`src/b64d_pkg.sv`:
```
// ----------------------------------------------------------------------------
// b64d_pkg
// shared types, character codes and the sextet map of the base64 decoder
// ----------------------------------------------------------------------------
package b64d_pkg;

    // position of a character within its four-character group
    typedef enum logic [1:0] {
        PH_FIRST,
        PH_SECOND,
        PH_THIRD,
        PH_FOURTH
    } t_phase;

    // one input word as held in the input register
    typedef struct packed {
        logic [7:0] in_char;
        logic       last_char;
    } t_in_word;

    // one decode result handed to the output register
    typedef struct packed {
        logic       present;
        logic [7:0] out_byte;
        logic       has_byte;
        logic       end_of_string;
    } t_result;

    localparam logic [7:0] CH_UPPER_A = 8'h41;
    localparam logic [7:0] CH_UPPER_Z = 8'h5a;
    localparam logic [7:0] CH_LOWER_A = 8'h61;
    localparam logic [7:0] CH_LOWER_Z = 8'h7a;
    localparam logic [7:0] CH_DIGIT_0 = 8'h30;
    localparam logic [7:0] CH_DIGIT_9 = 8'h39;
    localparam logic [7:0] CH_PLUS    = 8'h2b;
    localparam logic [7:0] CH_MINUS   = 8'h2d;
    localparam logic [7:0] CH_SLASH   = 8'h2f;
    localparam logic [7:0] CH_UNDER   = 8'h5f;
    localparam logic [7:0] CH_EQUAL   = 8'h3d;
    localparam logic [7:0] CH_DOT     = 8'h2e;

    localparam logic [5:0] SX_LOWER_BASE = 6'd26;
    localparam logic [5:0] SX_DIGIT_BASE = 6'd52;
    localparam logic [5:0] SX_PLUS       = 6'd62;
    localparam logic [5:0] SX_SLASH      = 6'd63;

    // liberal map: both alphabets accepted, anything unknown decodes as zero
    function automatic logic [5:0] sextet_of(input logic [7:0] c);
        logic [7:0] diff;
        logic [5:0] val;
        diff = 8'd0;
        val  = 6'd0;
        if (c inside {[CH_UPPER_A:CH_UPPER_Z]}) begin
            diff = c - CH_UPPER_A;
            val  = diff[5:0];
        end else if (c inside {[CH_LOWER_A:CH_LOWER_Z]}) begin
            diff = c - CH_LOWER_A;
            val  = diff[5:0] + SX_LOWER_BASE;
        end else if (c inside {[CH_DIGIT_0:CH_DIGIT_9]}) begin
            diff = c - CH_DIGIT_0;
            val  = diff[5:0] + SX_DIGIT_BASE;
        end else if (c inside {CH_PLUS, CH_MINUS}) begin
            val = SX_PLUS;
        end else if (c inside {CH_SLASH, CH_UNDER}) begin
            val = SX_SLASH;
        end
        return val;
    endfunction

    function automatic logic is_pad(input logic [7:0] c);
        return (c inside {CH_EQUAL, CH_DOT});
    endfunction

endpackage

```
`src/b64d_in_reg.sv`:
```
// ----------------------------------------------------------------------------
// b64d_in_reg
// input register stage, holds one word until the decode stage takes it
// ----------------------------------------------------------------------------
module b64d_in_reg (
    input  logic               i_clk,
    input  logic               i_rst_n,
    input  logic               i_valid,
    input  b64d_pkg::t_in_word i_word,
    input  logic               i_take,
    output logic               o_stall,
    output logic               o_held,
    output b64d_pkg::t_in_word o_word
);

    logic               r_held;
    b64d_pkg::t_in_word r_word;
    logic               w_load;

    // free when empty or when the held word leaves this cycle
    assign o_stall = r_held && !i_take;
    assign w_load  = i_valid && !o_stall;

    always_ff @(posedge i_clk) begin
        if (!i_rst_n) begin
            r_held <= 1'b0;
        end else if (w_load) begin
            r_held <= 1'b1;
        end else if (i_take) begin
            r_held <= 1'b0;
        end
    end

    always_ff @(posedge i_clk) begin
        if (w_load) begin
            r_word <= i_word;
        end
    end

    assign o_held = r_held;
    assign o_word = r_word;

endmodule

```
`src/b64d_decode.sv`:
```
// ----------------------------------------------------------------------------
// b64d_decode
// group state and the shift-merge that turns sextets into bytes
// ----------------------------------------------------------------------------
module b64d_decode (
    input  logic               i_clk,
    input  logic               i_rst_n,
    input  logic               i_step,
    input  b64d_pkg::t_in_word i_word,
    output b64d_pkg::t_result  o_result
);

    b64d_pkg::t_phase r_phase, n_phase;
    logic [5:0]       r_held_sextet, n_held_sextet;
    logic             r_pad_seen, n_pad_seen;

    logic [5:0] w_sx;
    logic       w_pad;
    logic       w_emit;
    logic [7:0] w_byte;

    assign w_sx  = b64d_pkg::sextet_of(i_word.in_char);
    assign w_pad = b64d_pkg::is_pad(i_word.in_char);

    always_comb begin
        n_phase       = b64d_pkg::t_phase'(r_phase + 2'd1);
        n_held_sextet = r_held_sextet;
        n_pad_seen    = r_pad_seen;
        w_emit        = 1'b0;
        w_byte        = 8'd0;
        case (r_phase)
            b64d_pkg::PH_FIRST: begin
                n_held_sextet = w_sx;
                n_pad_seen    = 1'b0;
            end
            b64d_pkg::PH_SECOND: begin
                w_byte        = {r_held_sextet, w_sx[5:4]};
                w_emit        = 1'b1;
                n_held_sextet = w_sx;
            end
            b64d_pkg::PH_THIRD: begin
                if (w_pad) begin
                    n_pad_seen = 1'b1;
                end else begin
                    w_byte        = {r_held_sextet[3:0], w_sx[5:2]};
                    w_emit        = 1'b1;
                    n_held_sextet = w_sx;
                end
            end
            b64d_pkg::PH_FOURTH: begin
                if (!r_pad_seen && !w_pad) begin
                    w_byte = {r_held_sextet[1:0], w_sx};
                    w_emit = 1'b1;
                end
                n_pad_seen = 1'b0;
            end
            default: begin
                n_phase = b64d_pkg::PH_FIRST;
            end
        endcase
        // end of string starts a fresh group
        if (i_word.last_char) begin
            n_phase       = b64d_pkg::PH_FIRST;
            n_held_sextet = 6'd0;
            n_pad_seen    = 1'b0;
        end
    end

    always_ff @(posedge i_clk) begin
        if (!i_rst_n) begin
            r_phase       <= b64d_pkg::PH_FIRST;
            r_held_sextet <= 6'd0;
            r_pad_seen    <= 1'b0;
        end else if (i_step) begin
            r_phase       <= n_phase;
            r_held_sextet <= n_held_sextet;
            r_pad_seen    <= n_pad_seen;
        end
    end

    assign o_result.present       = w_emit || i_word.last_char;
    assign o_result.out_byte      = w_byte;
    assign o_result.has_byte      = w_emit;
    assign o_result.end_of_string = i_word.last_char;

endmodule

```
`src/b64d_out_reg.sv`:
```
// ----------------------------------------------------------------------------
// b64d_out_reg
// result register, holds one result until the consumer takes it
// ----------------------------------------------------------------------------
module b64d_out_reg (
    input  logic              i_clk,
    input  logic              i_rst_n,
    input  logic              i_load,
    input  b64d_pkg::t_result i_result,
    input  logic              i_stall,
    output logic              o_free,
    output logic              o_valid,
    output logic [7:0]        o_out_byte,
    output logic              o_has_byte,
    output logic              o_end_of_string
);

    logic              r_valid;
    b64d_pkg::t_result r_result;
    logic              w_fill;

    assign o_free = !r_valid || !i_stall;
    assign w_fill = i_load && i_result.present;

    always_ff @(posedge i_clk) begin
        if (!i_rst_n) begin
            r_valid <= 1'b0;
        end else if (o_free) begin
            r_valid <= w_fill;
        end
    end

    always_ff @(posedge i_clk) begin
        if (w_fill) begin
            r_result <= i_result;
        end
    end

    assign o_valid         = r_valid;
    assign o_out_byte      = r_result.out_byte;
    assign o_has_byte      = r_result.has_byte;
    assign o_end_of_string = r_result.end_of_string;

endmodule

```
`src/base64_stream_decoder.sv`:
```
// ----------------------------------------------------------------------------
// base64_stream_decoder
// liberal base64 decoder, one character per word in, at most one byte out
// ----------------------------------------------------------------------------
// Characters enter one per word and are counted in groups of four; the
// second, third and fourth character of a group each give one decoded byte,
// with '=' or '.' in the third or fourth place suppressing the trailing bytes.
// Both the standard and the url-safe alphabets are accepted and any other
// character decodes as zero. A word marked last always yields a result with
// end_of_string set (carrying a byte or not) and returns the group state to
// its start. Words that give no result are simply absorbed. Throughput is one
// character per cycle: an input register feeds the table map and shift-merge,
// whose result lands in an output register; the stream runs without gaps as
// long as the consumer keeps i_stall low. A stall on the output holds the
// result and the one word behind it; further words then see o_stall.
// ----------------------------------------------------------------------------
module base64_stream_decoder (
    input  logic       i_clk,
    input  logic       i_rst_n,
    // character side
    input  logic       i_valid,
    output logic       o_stall,
    input  logic [7:0] i_in_char,
    input  logic       i_last_char,
    // byte side
    output logic       o_valid,
    input  logic       i_stall,
    output logic [7:0] o_out_byte,
    output logic       o_has_byte,
    output logic       o_end_of_string
);

    b64d_pkg::t_in_word w_in_word;
    b64d_pkg::t_in_word w_held_word;
    b64d_pkg::t_result  w_result;
    logic               w_held;
    logic               w_out_free;
    logic               w_step;

    assign w_in_word.in_char   = i_in_char;
    assign w_in_word.last_char = i_last_char;

    // the held word is decoded when the result register can take its result
    assign w_step = w_held && w_out_free;

    b64d_in_reg u_in_reg (
        .i_clk   (i_clk),
        .i_rst_n (i_rst_n),
        .i_valid (i_valid),
        .i_word  (w_in_word),
        .i_take  (w_step),
        .o_stall (o_stall),
        .o_held  (w_held),
        .o_word  (w_held_word)
    );

    // group phase, previous sextet and pad mark advance once per decoded word
    b64d_decode u_decode (
        .i_clk    (i_clk),
        .i_rst_n  (i_rst_n),
        .i_step   (w_step),
        .i_word   (w_held_word),
        .o_result (w_result)
    );

    b64d_out_reg u_out_reg (
        .i_clk           (i_clk),
        .i_rst_n         (i_rst_n),
        .i_load          (w_step),
        .i_result        (w_result),
        .i_stall         (i_stall),
        .o_free          (w_out_free),
        .o_valid         (o_valid),
        .o_out_byte      (o_out_byte),
        .o_has_byte      (o_has_byte),
        .o_end_of_string (o_end_of_string)
    );

endmodule

```
`config.mk`:
```
export PLATFORM = sky130hd
export DESIGN_NAME = base64_stream_decoder
export DESIGN_NICKNAME = d
export VERILOG_FILES = /design/src/b64d_pkg.sv /design/src/b64d_in_reg.sv /design/src/b64d_decode.sv /design/src/b64d_out_reg.sv /design/src/base64_stream_decoder.sv
export SDC_FILE = /design/constraint.sdc
export NUM_CORES = 1
export LEC_CHECK = 0
export ABC_AREA = 0
export ABC_CLOCK_PERIOD_IN_PS = 6380
export BUFFER_PORTS_ARGS = -buffer_cell sky130_fd_sc_hd__buf_2
export CORE_MARGIN = 3
export CORE_UTILIZATION = 45
export DETAILED_ROUTE_END_ITERATION = 8
export PLACE_DENSITY = 0.63
export SETUP_SLACK_MARGIN = 0.4
export SYNTH_ARGS = -nofsm -noshare
export SYNTH_HDL_FRONTEND = slang
export SYNTH_SLANG_ARGS = --single-unit
```
`constraint.sdc`:
```
create_clock -name i_clk -period 6.38 [get_ports i_clk]
set_clock_uncertainty 0.05 [all_clocks]
set_input_delay 1.276 -clock i_clk [delete_from_list [all_inputs] [get_ports i_clk]]
set_output_delay 1.276 -clock i_clk [all_outputs]
set_load 0.01 [all_outputs]
```
=== Word-level counts from Yosys, hierarchy flattened ===
Index checks and enable logic that the tools add are counted.

* Logic and storage cells: 80
* Flip-flop bits (word level): 30

* Mux-type cells: 20
* Reduce and logical (&&, ||, !) cells: 27
* Order comparisons: 6
* Equality and inequality tests: 11
* $add $sub $neg: 6

{| class="wikitable"
|+ Operator list
! operator !! count
|-
| $mux 6 || 7
|-
| $eq 8x6->1 const B || 5
|-
| $pmux 8 s3 || 1
|-
| $ge 8x7->1 const B || 2
|-
| $le 8x7->1 const B || 2
|-
| $mux 8 || 2
|-
| $pmux 6 s2 || 1
|-
| $sub 6x6->6 const B || 2
|-
| $eq 8x7->1 const B || 1
|-
| $ge 8x6->1 const B || 1
|-
| $le 8x6->1 const B || 1
|-
| $logic_and 1x1->1 || 8
|-
| $reduce_bool 2->1 || 4
|-
| $add 6x5->6 const B || 1
|-
| $add 6x6->6 const B || 1
|-
| $logic_not 1->1 || 6
|-
| $mux 1 || 6
|-
| $reduce_and 3->1 || 2
|-
| $reduce_bool 3->1 || 2
|-
| $sub 6x1->6 const B || 1
|-
| $eq 2x2->1 const B || 2
|-
| $reduce_or 2->1 || 2
|-
| $ne 3x2->1 const B || 1
|-
| $ne 3x3->1 const B || 1
|-
| 7 further kinds || 8
|}

=== Depth between registers and ports, before layout ===
* Depth in word-level cells: 10
* Mapped depth: 10

=== Cells and area by module ===
Synthesis repeated with hierarchy kept, for this count alone.

* Cells, all modules: 210
* Area, all modules: 2053.2 sq um

{| class="wikitable"
|+ Modules (own cells, without submodules)
! module !! area each (sq um) !! times used !! seq. area each (sq um) !! cells each
|-
| b64d_decode || 1383.8 || 1 || 180.2 || 181
|-
| b64d_out_reg || 345.3 || 1 || 320.3 || 15
|-
| b64d_in_reg || 317.8 || 1 || 290.3 || 13
|-
| base64_stream_decoder || 6.3 || 1 || 0.0 || 1
|}

=== Least setup slack after synthesis ===
OpenSTA, ideal clock, no wires.

* Path type: input to output
* Start point: in i_stall
* End point: out o_stall
* Cell stages on the path: 1
* Slack: 3.558 ns
* Buffers on the path: 0
* Data arrival time: 1.496 ns
* Path through: and3_1

* Cells in the longest elaborated chain, start to end: 5

{| class="wikitable"
|+ RTL lines
! what !! line !! text
|-
| start, declared || base64_stream_decoder.sv:27 || <nowiki>input logic i_stall,</nowiki>
|-
| $logic_not 1->1 || b64d_out_reg.sv:22 || <nowiki>assign o_free = !r_valid || !i_stall;</nowiki>
|-
| $logic_or 1x1->1 || b64d_out_reg.sv:22 ||
|-
| $logic_and 1x1->1 || base64_stream_decoder.sv:44 || <nowiki>assign w_step = w_held && w_out_free;</nowiki>
|-
| $logic_not 1->1 || b64d_in_reg.sv:21 || <nowiki>assign o_stall = r_held && !i_take;</nowiki>
|-
| $logic_and 1x1->1 || b64d_in_reg.sv:21 ||
|-
| end, declared || base64_stream_decoder.sv:22 || <nowiki>output logic o_stall,</nowiki>
|}

Every way passes these cells.

=== Worst setup path in the final report ===
Ends and elaborated chain as after synthesis.

==> metrics.cfg <==
[status]
status=completed

[cells_and_area]
nNetsFinal=247
nFillCells=398
syn_to_final_growth_pct=11.5
n_antenna_cell=0
layout-drive-gt1-share_pct=20.3
fin_cells=272

[synthesis]
synth-main-ff-cell=edfxtp_1
synth_area_leaders=edfxtp_1 28%, dfxtp_1 11%, ha_1 8.1%
ys_top_cells_by_count=19 x edfxtp_1, 14 x nand2_1, 13 x ha_1, 11 x dfxtp_1
synth-edff-count=19
synth.distinct_cells=64
synth_top_area_share_pct=28.4
netlist_area_sq_um=2010
async_reset_ff_share_pct=0
avgSynthCellArea_sq_um=10.3
postSynthCellCount=195
post-synth-top-count-cell=edfxtp_1
synth.net_count=221
ys_warn_count=0
yosysTopAreaCell=edfxtp_1
synth-seq-cells=30
seq_area_frac_synth_pct=39.4

[critical_path]
cp_slowest_cell=and3_1
slowest_delay_ps=200
crit_family=buffers and inverters
cp.arrival_ps=1730
cp_common_cell=buf_2
endpoint_kind=output pin
cp.required_ps=5050
worstSetupPathType=primary input to output pin
worstPathCellList=buf_2 > and3_1 > buf_2
worstSetupStartpointType=primary input
cp_max_fo=3
path_buf_inv=2

[sta]
timing.final.crit_period_ps=3050
rsz0062_at_grt=no
fin_setup_tns_ps=0
hold_viol_final=0
final_max_slew_viol_count=0
fin_crit_sh_pct=47.9
holdWs_ps=421
setup_violations=0
setup_slack_ps=3330
slew-limit-headroom_pct=46.5
timing.fmax_mhz=328
worst_slew_pin_slew_ps=799

[die]
dieWidth_microns=72.8
rows=23
core_sq_um=4140
io_pins=25
die_area_sq_um=5290
die_height_microns=72.8
start_util_pct=48.4

[routing]
dr.pass1.iters=5
post_drt_wl_per_cell_microns=16.9
drt_iter0_markers=131
postRouteWirelength_microns=4610
drtAntennaViolNets=0
routed_via_density=6.22
num_vias=1692
post-route-drc-count=0

[global_routing]
grt_max_degree=16
grt_use_total_pct=18.7
overflow=0
antenna_found_initial=0
grt_pass1_vias=1595
grt_pass1_wl_microns=7710

[clocking]
postCtsHoldBufs=0
post_cts_buffers=0
cts_resized=0
clock_tree.htree_level_count=2
clk_path_buf_depth=2
clkTransAtPathRegs_ps=70
cts_root_buf=clkbuf_8
cts.sinks=30
insertion_delay_ps=270
cts_tree=yes
cts_inserted_buffers=5

[placement]
placed_cells=264
pre_cts_slack_ps=3330
gp_congestion=0.997
io_buffers=24
hpwl_microns=3520

[pwr]
p_leak_nw=0.820
vdd_ir_drop_max_mv=0.108
power-per-cell-area_nw_per_um2=194

[min_path]
holdCritPathClass=register to register

[flow_run]
drv_cap=0

==> cell families after synthesis <==
logic type,synth area share [%]
AOI/OAI and AO/OA,25.9
buffers and inverters,3.49
muxes,1.06
DFF,39.4
xor gates and xnor gates,1.31
and+or+nand+nor,20.7
adders and majority gates,8.11
==> metrics by stage <==
| step | total power [mW] | area (sq um) | util [%] |
|---|---|---|---|
| after global routing | 0.458 | 2240 | 54.0 |
| after global placement | 0.288 | 2150 | 51.9 |
| after floorplan | 0.273 | 2010 | - |
| after detailed placement | 0.291 | 2150 | 51.9 |
| after CTS | 0.436 | 2240 | 54.0 |
| final | 0.433 | 2240 | 54.0 |
==> worst paths after layout <==
| kind | from | depth (start not counted) | end | slack, ps |
|---|---|---|---|---|
| max | i_stall | 3 | o_stall | 3330 |
| min | u_decode.r_held_sextet[5] | 1 | u_decode.r_held_sextet[5] | 420 |
| max reg2reg | u_in_reg.o_word[3] | 8 | u_out_reg.o_out_byte[0] | 3400 |
| min reg2reg | u_decode.r_held_sextet[5] | 1 | u_decode.r_held_sextet[5] | 420 |
==> cells in the final DEF (no fill, tap or decap), types with 3 or more instances in the layout <==
cell type and n:
nor3b_1 3, nor4_1 3, a21oi_1 8, nand3_1 4, nor2_1 9, edfxtp_1 19
clkbuf_8 5, nor2b_1 6, buf_2 24, o2bb2ai_1 3, a22oi_1 5, o211ai_1 3
inv_1 9, o21ai_0 5, a22o_1 4, and2_1 5, dfxtp_1 11, o22ai_1 3
nand2_1 14, ha_1 13, nor3_1 4, nand2b_1 6, nand4_1 3
==> metal layers <==
layer  GRT usage [%]  wire, microns  up-vias
li1                -              -      813
met1            24.9           2100      799
met2            30.3           2130       75
met3            3.72            324        5
met4            6.56             48        0
met5               0              0        -
==> registers in the layout (all words and copies together), names as in the netlist <==
name                       cells
u_decode.r_held_sextet         6
u_out_reg.o_has_byte           1
u_out_reg.o_out_byte           8
u_decode.r_phase               2
u_decode.r_pad_seen            1
u_out_reg.o_end_of_string      1
u_out_reg.o_valid              1
u_in_reg.o_held                1
u_in_reg.o_word                9
==> power breakdown <==
part           switching [mW]  internal [mW]  leakage (nW)
registers              0.0100          0.214         0.268
logic                  0.0375         0.0261         0.511
clock network          0.0711         0.0745        0.0416
==> area by class of cell <==
class,count,area (sq um),share of cell area (%)
timing repair buffer,24,120,5.37
clock inverter,3,16.3,0.727
clock buffer,5,68.8,3.08
sequential,30,791,35.3
inverter,9,33.8,1.51
multi-input combinational,151,1140,51.2
tap,50,62.6,2.80
No activity file was read; power rests on OpenSTA's default activity.
